`config.mk`:
```
export PLATFORM = sky130hd
export DESIGN_NAME = periodic_priority_task_dispatcher
export DESIGN_NICKNAME = d
export VERILOG_FILES = /design/src/rtl/ppd_pkg.sv /design/src/rtl/ppd_cell.sv /design/src/rtl/periodic_priority_task_dispatcher.sv
export SDC_FILE = /design/constraint.sdc
export NUM_CORES = 2
export LEC_CHECK = 0
export BUFFER_PORTS_ARGS = -buffer_cell sky130_fd_sc_hd__buf_4
export CAP_MARGIN = 10
export CORE_MARGIN = 5
export CORE_UTILIZATION = 44
export CTS_CLUSTER_SIZE = 20
export DETAILED_ROUTE_END_ITERATION = 8
export GPL_ROUTABILITY_DRIVEN = 1
export PLACE_DENSITY = 0.59
export SLEW_MARGIN = 20
export SYNTH_ARGS = -nofsm -noshare
export SYNTH_HDL_FRONTEND = slang
export SYNTH_HIERARCHICAL = 1
export SYNTH_SLANG_ARGS = --single-unit
export TNS_END_PERCENT = 50
```
`constraint.sdc`:
```
create_clock -name clk -period 6.8 [get_ports clk]
set_clock_uncertainty 0.15 [all_clocks]
set_input_delay 1.36 -clock clk [delete_from_list [all_inputs] [get_ports clk]]
set_output_delay 1.36 -clock clk [all_outputs]
set_load 0.02 [all_outputs]
```
`src/rtl/ppd_pkg.sv`:
```
package ppd_pkg;

  // Widths fixed by the item fields and by the largest supported table.
  localparam int TICK_W   = 32;
  localparam int PRIO_W   = 8;
  localparam int SLOT_W   = 6;
  localparam int CNT_W    = SLOT_W + 1;
  localparam int MAX_RUNS = 8;

  localparam logic [1:0] FUNC_TICK    = 2'd0;
  localparam logic [1:0] FUNC_ADD     = 2'd1;
  localparam logic [1:0] FUNC_ENABLE  = 2'd2;
  localparam logic [1:0] FUNC_DISABLE = 2'd3;

  localparam logic [2:0] KIND_RUN    = 3'd0;
  localparam logic [2:0] KIND_ADDED  = 3'd1;
  localparam logic [2:0] KIND_FULL   = 3'd2;
  localparam logic [2:0] KIND_BADARG = 3'd3;
  localparam logic [2:0] KIND_DONE   = 3'd4;
  localparam logic [2:0] KIND_NOSLOT = 3'd5;

  // Best candidate found so far, moving one cell along the row each cycle.
  typedef struct packed {
    logic              valid;
    logic [PRIO_W-1:0] prio;
    logic [SLOT_W-1:0] slot;
  } wave_t;

  // Commands broadcast from the sequencer to every cell.
  typedef struct packed {
    logic              add_en;
    logic              en_wr;
    logic              en_val;
    logic              stamp_en;
    logic [SLOT_W-1:0] slot;
    logic [TICK_W-1:0] period;
    logic [PRIO_W-1:0] prio;
    logic [TICK_W-1:0] tick;
  } cmd_t;

endpackage

```
`src/rtl/ppd_cell.sv`:
```
module ppd_cell (
  input  logic                        clk,
  input  logic                        rst,
  input  ppd_pkg::cmd_t               cmd,
  input  logic [ppd_pkg::CNT_W-1:0]   fill_count,
  input  logic [ppd_pkg::SLOT_W-1:0]  idx,
  input  ppd_pkg::wave_t              wave_in,
  output ppd_pkg::wave_t              wave_out
);

  logic [ppd_pkg::TICK_W-1:0] period;
  logic [ppd_pkg::TICK_W-1:0] last_run;
  logic [ppd_pkg::PRIO_W-1:0] prio;
  logic                       enable;

  logic                       hit;
  logic                       filled;
  logic [ppd_pkg::TICK_W-1:0] elapsed;
  logic                       cand;
  logic                       take;

  assign hit     = (cmd.slot == idx);
  assign filled  = (ppd_pkg::CNT_W'(idx) < fill_count);
  assign elapsed = cmd.tick - last_run;
  assign cand    = filled && enable && (elapsed >= period);
  // A strictly lower priority wins, so on a tie the earlier slot is kept.
  assign take    = cand && (!wave_in.valid || (prio < wave_in.prio));

  always_ff @(posedge clk) begin
    if (cmd.add_en && hit) begin
      period   <= cmd.period;
      last_run <= '0;
      prio     <= cmd.prio;
      enable   <= 1'b1;
    end
    if (cmd.en_wr && hit) begin
      enable <= cmd.en_val;
    end
    if (cmd.stamp_en && hit) begin
      last_run <= cmd.tick;
    end
  end

  always_ff @(posedge clk) begin
    if (rst) begin
      wave_out <= '0;
    end else if (take) begin
      wave_out <= '{valid: 1'b1, prio: prio, slot: idx};
    end else begin
      wave_out <= wave_in;
    end
  end

endmodule

```
`src/rtl/periodic_priority_task_dispatcher.sv`:
```
// Add, enable and disable transactions: the result is registered in the hold register and
// then in the output register once the output is free. Tick transactions: each search for
// the next due task runs through the cell row; each run found is held until the next
// search shows whether another follows, and at most eight tasks run per tick. A tick with
// no due task returns to idle with no result. One input transaction is in work at a time.
// Reset (rst, synchronous, active high) clears the tick, the fill count and control state.
module periodic_priority_task_dispatcher #(
  parameter int NUM_TASKS = 8
) (
  input  logic        clk,
  input  logic        rst,
  input  logic        s_tvalid,
  output logic        s_tready,
  // task_slot[2:0], task_period[34:3], task_priority[42:35], handler_present[43]
  input  logic [47:0] s_tdata,
  // func[1:0]
  input  logic [1:0]  s_tuser,
  output logic        m_tvalid,
  input  logic        m_tready,
  // slot_out[2:0], tick_now[34:3]
  output logic [39:0] m_tdata,
  // kind[2:0]
  output logic [2:0]  m_tuser,
  output logic        m_tlast
);

  // The fill count and the wait counter both need to hold NUM_TASKS itself.
  localparam int CW = $clog2(NUM_TASKS + 1);

  localparam logic [1:0] ST_IDLE  = 2'd0;
  localparam logic [1:0] ST_SCAN  = 2'd1;
  localparam logic [1:0] ST_FLUSH = 2'd2;

  // Unpacked input fields.
  logic [1:0]  func;
  logic [2:0]  task_slot;
  logic [31:0] task_period;
  logic [7:0]  task_priority;
  logic        handler_present;

  assign func            = s_tuser;
  assign task_slot       = s_tdata[2:0];
  assign task_period     = s_tdata[34:3];
  assign task_priority   = s_tdata[42:35];
  assign handler_present = s_tdata[43];

  // Sequencer registers and their next values.
  logic [1:0]              state, state_next;
  logic [CW-1:0]           cnt, cnt_next;
  logic [3:0]              runs, runs_next;
  logic [CW-1:0]           filled_count, filled_count_next;
  logic [31:0]             tick_count, tick_count_next;
  logic                    hold_valid, hold_valid_next;
  logic [2:0]              hold_kind, hold_kind_next;
  logic [2:0]              hold_slot, hold_slot_next;

  // Output register.
  logic [2:0]              out_kind;
  logic [2:0]              out_slot;
  logic                    out_last;
  logic [31:0]             out_tick;

  logic                    in_acc;
  logic                    out_free;
  logic                    out_load;
  logic                    load_last;
  logic                    full;
  logic                    noslot;
  ppd_pkg::cmd_t           cmd;
  ppd_pkg::wave_t          wave [NUM_TASKS+1];
  ppd_pkg::wave_t          chain_end;

  assign s_tready = (state == ST_IDLE);
  assign in_acc   = s_tvalid && s_tready;
  assign out_free = !m_tvalid || m_tready;
  assign full     = (filled_count >= CW'(NUM_TASKS));
  assign noslot   = (8'(task_slot) >= 8'(filled_count));

  // The cell row. Each cell holds one slot and hands the best due candidate seen so far
  // to its right-hand neighbour every cycle. Because the slot index rises along the row
  // and only a strictly lower priority replaces the candidate, what leaves the last cell
  // is the next task in dispatch order once the row has settled.
  assign wave[0]   = '0;
  assign chain_end = wave[NUM_TASKS];

  for (genvar i = 0; i < NUM_TASKS; i++) begin : g_cell
    ppd_cell u_cell (
      .clk        (clk),
      .rst        (rst),
      .cmd        (cmd),
      .fill_count (ppd_pkg::CNT_W'(filled_count)),
      .idx        (ppd_pkg::SLOT_W'(i)),
      .wave_in    (wave[i]),
      .wave_out   (wave[i+1])
    );
  end

  // Sequencer. A result is held back in the hold register until the next search shows
  // whether another run follows, so that the final result of a transaction carries tlast.
  always_comb begin
    state_next        = state;
    cnt_next          = cnt;
    runs_next         = runs;
    filled_count_next = filled_count;
    tick_count_next   = tick_count;
    hold_valid_next   = hold_valid;
    hold_kind_next    = hold_kind;
    hold_slot_next    = hold_slot;
    out_load          = 1'b0;
    load_last         = 1'b0;
    cmd               = '0;
    cmd.tick          = tick_count;
    cmd.period        = task_period;
    cmd.prio          = task_priority;

    unique case (state)
      ST_IDLE: begin
        if (in_acc) begin
          unique case (func) inside
            ppd_pkg::FUNC_TICK: begin
              tick_count_next = tick_count + 32'd1;
              cnt_next        = '0;
              runs_next       = '0;
              hold_valid_next = 1'b0;
              state_next      = ST_SCAN;
            end
            ppd_pkg::FUNC_ADD: begin
              hold_valid_next = 1'b1;
              state_next      = ST_FLUSH;
              if (full) begin
                hold_kind_next = ppd_pkg::KIND_FULL;
                hold_slot_next = 3'd0;
              end else if (!handler_present || (task_period == 32'd0)) begin
                hold_kind_next = ppd_pkg::KIND_BADARG;
                hold_slot_next = 3'd0;
              end else begin
                hold_kind_next    = ppd_pkg::KIND_ADDED;
                hold_slot_next    = 3'(filled_count);
                cmd.add_en        = 1'b1;
                cmd.slot          = ppd_pkg::SLOT_W'(filled_count);
                filled_count_next = filled_count + 1'b1;
              end
            end
            ppd_pkg::FUNC_ENABLE, ppd_pkg::FUNC_DISABLE: begin
              hold_valid_next = 1'b1;
              hold_slot_next  = task_slot;
              state_next      = ST_FLUSH;
              if (noslot) begin
                hold_kind_next = ppd_pkg::KIND_NOSLOT;
              end else begin
                hold_kind_next = ppd_pkg::KIND_DONE;
                cmd.en_wr      = 1'b1;
                cmd.en_val     = (func == ppd_pkg::FUNC_ENABLE);
                cmd.slot       = ppd_pkg::SLOT_W'(task_slot);
              end
            end
            default: begin
              state_next = ST_IDLE;
            end
          endcase
        end
      end
      ST_SCAN: begin
        if (cnt != CW'(NUM_TASKS)) begin
          cnt_next = cnt + 1'b1;
        end else if (chain_end.valid) begin
          // A further due task: release the held run without tlast, hold the new one,
          // stamp it and let the row settle again.
          if (!hold_valid || out_free) begin
            out_load        = hold_valid;
            hold_valid_next = 1'b1;
            hold_kind_next  = ppd_pkg::KIND_RUN;
            hold_slot_next  = chain_end.slot[2:0];
            cmd.stamp_en    = 1'b1;
            cmd.slot        = chain_end.slot;
            runs_next       = runs + 4'd1;
            cnt_next        = '0;
            if (runs == 4'(ppd_pkg::MAX_RUNS - 1)) begin
              state_next = ST_FLUSH;
            end
          end
        end else begin
          state_next = hold_valid ? ST_FLUSH : ST_IDLE;
        end
      end
      ST_FLUSH: begin
        if (out_free) begin
          out_load        = 1'b1;
          load_last       = 1'b1;
          hold_valid_next = 1'b0;
          state_next      = ST_IDLE;
        end
      end
      default: begin
        state_next = ST_IDLE;
      end
    endcase
  end

  always_ff @(posedge clk) begin
    if (rst) begin
      state        <= ST_IDLE;
      cnt          <= '0;
      runs         <= '0;
      filled_count <= '0;
      tick_count   <= '0;
      hold_valid   <= 1'b0;
    end else begin
      state        <= state_next;
      cnt          <= cnt_next;
      runs         <= runs_next;
      filled_count <= filled_count_next;
      tick_count   <= tick_count_next;
      hold_valid   <= hold_valid_next;
    end
  end

  always_ff @(posedge clk) begin
    hold_kind <= hold_kind_next;
    hold_slot <= hold_slot_next;
  end

  // Output register: the tick is captured at load time, which is still the value left by
  // the transaction that caused the result.
  always_ff @(posedge clk) begin
    if (rst) begin
      m_tvalid <= 1'b0;
    end else if (out_load) begin
      m_tvalid <= 1'b1;
    end else if (m_tready) begin
      m_tvalid <= 1'b0;
    end
  end

  always_ff @(posedge clk) begin
    if (out_load) begin
      out_kind <= hold_kind;
      out_slot <= hold_slot;
      out_last <= load_last;
      out_tick <= tick_count;
    end
  end

  assign m_tdata = {5'd0, out_tick, out_slot};
  assign m_tuser = out_kind;
  assign m_tlast = out_last;

  // An accepted transaction always takes the sequencer out of idle.
  a_leave_idle: assert property (@(posedge clk) disable iff (rst)
    in_acc |=> (state != ST_IDLE))
    else $error("sequencer stayed idle after an input transaction");

  // The final result can only be released from a filled hold register.
  a_flush_hold: assert property (@(posedge clk) disable iff (rst)
    (state == ST_FLUSH) |-> hold_valid)
    else $error("flush without a held result");

  // No more than the run limit is ever dispatched for one tick.
  a_run_limit: assert property (@(posedge clk) disable iff (rst)
    cmd.stamp_en |-> (runs < 4'(ppd_pkg::MAX_RUNS)) && chain_end.valid)
    else $error("run stamped beyond the limit");

  // The table fills one slot at a time and never beyond its size.
  a_fill_step: assert property (@(posedge clk) disable iff (rst)
    1'b1 |=> ((filled_count == $past(filled_count)) ||
              (filled_count == CW'($past(filled_count) + 1'b1))) &&
             (filled_count <= CW'(NUM_TASKS)))
    else $error("fill count stepped wrongly");

endmodule

```
## Yosys cells after proc, flatten, opt, wreduce, memory -nomap -nowiden

Cells that the tools add are included.

| word-level totals | value |
|---|---|
| register bits after elaboration | 789 |
| input bits | 54 |
| output and inout bits | 46 |
| logic and storage cells | 356 |

| cells by class | value |
|---|---|
| add/sub/neg operators | 12 |
| magnitude comparators | 25 |
| equality and inequality tests | 26 |
| multiplexer cells | 107 |
| bitwise gates (word level) | 3 |
| reduce and logical (&&, ||, !) cells | 108 |

Operators by type and width:

| operator | number |
|---|---|
| two-way mux 32 bit | 16 |
| greater-or-equal comparator 32 bit | 8 |
| subtractor 32 bit | 8 |
| two-way mux 15 bit | 8 |
| less-than comparator 8 bit | 7 |
| logical AND 1 bit | 48 |
| two-way mux 4 bit | 11 |
| two-way mux 3 bit | 13 |
| nonzero test 2 bit | 18 |
| adder 32 x 1 -> 32 bit, second input constant | 1 |
| zero test 32 bit | 1 |
| two-way mux 1 bit | 32 |
| equality test 6 x 3 -> 1 bit, second input constant | 4 |
| case mux 3 bit (2 select lines) | 4 |
| case mux 4 bit (2 select lines) | 3 |
| two-way mux 2 bit | 11 |
| two-way mux 7 bit | 3 |
| OR reduction 2 bit | 9 |
| less-than comparator 3 x 4 -> 1 bit, first input constant | 4 |
| AND reduction 5 bit | 3 |
| adder 4 x 1 -> 4 bit, second input constant | 3 |
| equality test 6 x 2 -> 1 bit, second input constant | 2 |
| case mux 6 bit (2 select lines) | 1 |
| AND reduction 6 bit | 2 |
| other kinds (27) | 61 |

## Longest topological paths before layout

| logic depth | value |
|---|---|
| word-level depth | 11 |
| gate-level depth with buffers | 23 |
| depth with buffers taken out | 21 |

## By module

Netlist, hierarchy kept.

Modules (own cells, without submodules):

| module | times used | cells an instance | area each (µm²) | seq. area each (µm²) |
|---|---|---|---|---|
| ppd_cell (g_cell[0].u_cell ...) | 5 | 604 | 6063.3 | 2492.4 |
| ppd_cell (g_cell[1].u_cell ...) | 2 | 584 | 5905.7 | 2492.4 |
| ppd_cell (g_cell[7].u_cell) | 1 | 598 | 5990.7 | 2492.4 |
| periodic_priority_task_dispatcher | 1 | 413 | 4321.6 | 2312.2 |

## Least setup slack after synthesis

OpenSTA, ideal clock, no wires.

| timing path | value |
|---|---|
| path type | input to register |
| from | in m_tready |
| to | reg g_cell[4].u_cell/period[0] (netlist name) (enable) |
| setup time | 0.401 ns |
| arrival | 6.396 ns |
| data required time | 6.249 ns |
| setup slack | -0.147 ns |
| cell stages on the path | 8 |
| path buffers | 1 |
| cells stage by stage | and3b_1 -> nor3b_1 -> a221o_1 -> xnor2_1 -> nand4_1 -> nor3_1 -> clkbuf_1 -> and2_1 |

RTL lines:

| element | line | RTL |
|---|---|---|
| from (decl) | periodic_priority_task_dispatcher.sv:19 | `input logic m_tready,` |
| to (signal assigned) | ppd_cell.sv:31 | `period <= cmd.period;` |
| to (decl) | ppd_cell.sv:11 | `logic [ppd_pkg::TICK_W-1:0] period;` |

## Worst setup path in the final report

| timing path | value |
|---|---|
| from | reg tick_count[0] |
| to | reg g_cell[6].u_cell/wave_out[9] (netlist name) |

| between the ends | value |
|---|---|
| word-level cells in the longest chain between the ends | 5 |

RTL lines:

| element | line | RTL |
|---|---|---|
| from (decl) | periodic_priority_task_dispatcher.sv:52 | `logic [31:0] tick_count, tick_count_next;` |
| from (signal assigned) | periodic_priority_task_dispatcher.sv:213 | `tick_count <= tick_count_next;` |
| subtractor 32 bit | ppd_cell.sv:24 | `assign elapsed = cmd.tick - last_run;` |
| greater-or-equal comparator 32 bit | ppd_cell.sv:25 | `assign cand = filled && enable && (elapsed >= period);` |
| logical AND 1 bit | ppd_cell.sv:25 |  |
| logical AND 1 bit | ppd_cell.sv:27 | `assign take = cand && (!wave_in.valid \|\| (prio < wave_in.prio));` |
| two-way mux 15 bit | ppd_cell.sv:47 | `end else if (take) begin` |
| to (signal assigned) | ppd_cell.sv:48 | `wave_out <= '{valid: 1'b1, prio: prio, slot: idx};` |
| to (signal assigned) | ppd_cell.sv:50 | `wave_out <= wave_in;` |
| to (decl) | ppd_cell.sv:8 | `output ppd_pkg::wave_t wave_out` |

Every way passes these cells.
A chain may end at the register's enable or synchronous reset.

==> impl_metrics.ini <==
[clocking]
hold_buffers = 0
clk_path_buf_depth = 3
cts.root.buffer_cell = clkbuf_16
clkSlewWorstSetupHoldPaths_ns = 0.06
cts_setup_buffers = 0
clock_latency_ns = 0.68
htree_levels = 3
cts_tree = yes
clock_sinks = 789
cts_resized = 0
cts_made_buffers = 94

[pwr]
static-leakage-power_nw = 25.72
pwr-share-clk_pct = 48.4
max-vdd-ir-drop_v = 0.0001745
switchingPower_mw = 2.467
pwr-share-comb_pct = 3.6
cellPowerDensity_mw_per_mm2 = 185.2
intPower_mw = 8.430
power.share.switching_pct = 22.64
total_power_mw = 10.90
p_seq_share_pct = 48.0

[sta]
maxSlewViolCount = 0
whs_ns = 0.2785
fin_crit_ns = 5.792
worstMarginPinSlew_ns = 0.9536
max_freq_ghz = 0.1727
setup_viol = 0
fin_ws_ns = 1.008
rsz0062_at_grt = no
tns_ns = 0
fin_crit_sh_pct = 85.17
max_slew_margin_pct = 36.43
timing.final.hold_violations = 0

[cells_and_area]
area_growth_pct = 12.96
stdcell_count = 7113
num-nets-final = 6166
final_cell_area_mm2 = 0.05885
seq_area_mm2 = 0.02209
drive_above_1_share_pct = 8.523
fillers = 10710
final_common_cell = inv_1
fin_util_pct = 49.97
layout.cells.most_common_list = inv_1 (701), edfxtp_1 (629), ha_1 (613)
multi_input_area_mm2 = 0.02742

[floorplan]
dieArea_mm2 = 0.1254
ios = 100
die_h_um = 354.1
start_util_pct = 44.24
rows = 126
core_mm2 = 0.1178
die_w_um = 354.1

[worst_setup_path]
path_max_fanout = 14
cp-start-kind = flip-flop
path_class = flip-flop to flip-flop
critPathRequiredTime_ns = 7.24
ff2ff_path_depth = 23
arrival_ns = 6.23
crit_path_end_kind = flip-flop

[placement]
post-place-ws_ns = 0.8773
dp.final_hpwl_um = 97960
post-place-cells = 6931
postPlaceCellArea_mm2 = 0.05555
portBuffers = 90
gp_congestion = 0.8979

[grt]
grt_max_degree = 245
grt_pass1_vias = 37310
busiest_layer = met2
antenna_found_initial = 2
track_usage_pct = 20.19
grt_util_met2_pct = 35.12
grt_pass1_wl_um = 202100
grtUsageMet3_pct = 2.317
grtUsageMet1_pct = 26.34
grt-ovfl-total = 0

[routing]
drt_pass1_iterations = 5
drc = 0
drt-initial-drc-count = 1890
num_vias = 38150
wl_per_cell_um = 18.26
postRouteAntennaNets = 0
viasPerCell = 5.364
routed_wl_um = 129900

[synth]
yosysWarnings = 6
syn_area_mm2 = 0.05210
synthCells = 5167
avgSynthCellArea_um2 = 10.08

[worst_hold_path]
worstHoldPathType = flip-flop to flip-flop
hold_depth = 0

[run_status]
status = finished, final reports clean

[flow_run]
max-cap-violations = 0
area by class of cell:
cell class	count	area share [%]
well taps	1536	3.266
repair buffers	189	2.524
clock buffers	114	4.280
flip-flops and latches	789	37.54
multi-input cells	3715	46.59
inverters	702	4.477
clock inverters	64	1.305
diodes	4	0.01701
routing by layer:
metal	wire [um]	share of wire (%)
met2	61740	48
met1	59230	46
met4	3930	3.0
met5	0	0
met3	4992	3.8
state kept, by name, indices dropped and copies added (netlist names), 2 cells and up:
register	count
filled_count	4
m_tuser	3
hold_slot	3
hold_kind	3
g_cell.u_cell/prio	64
tick_count	32
g_cell.u_cell/period	256
runs	4
g_cell.u_cell/wave_out	112
out_tick	32
state	2
out_slot	3
g_cell.u_cell/last_run	256
g_cell.u_cell/enable	8
cnt	4
final timing paths:
check / startpoint / endpoint / slack [ns]
min: hold_slot[0] / out_slot[0] / 0.28
max reg2reg: tick_count[0] / g_cell[6].u_cell/wave_out[9] / 1.01
min reg2reg: hold_slot[0] / out_slot[0] / 0.28
max: tick_count[0] / g_cell[6].u_cell/wave_out[9] / 1.01
power groups by stage:
stage | Combinational, mW | Clock, mW | Sequential (mW)
2_1_floorplan | 0.209 | 0 | 5.34
3_3_place_gp | 0.376 | 0 | 5.33
3_5_place_dp | 0.383 | 0 | 5.33
4_1_cts | 0.385 | 5.43 | 5.23
5_1_grt | 0.434 | 5.62 | 5.23
6_report | 0.388 | 5.28 | 5.23
critical path, cell delays in order, from the launching register on:
cell,delay [ns]
dfxtp_1,0.44
buf_4,0.25
inv_1,0.07
ha_1,0.16
inv_1,0.06
fa_1,0.42
a211o_2,0.34
a21oi_2,0.21
a211oi_2,0.14
o21ai_0,0.50
nand3_1,0.22
a31oi_1,0.26
xnor2_1,0.10
ha_1,0.27
nand2_1,0.07
o21ai_1,0.23
a2111o_1,0.19
a21oi_1,0.06
or3_1,0.31
o31ai_1,0.29
buf_4,0.21
o2111a_1,0.20
buf_4,0.31
mux2i_1,0.24
Note: power is estimated with default switching activity, not from simulation.
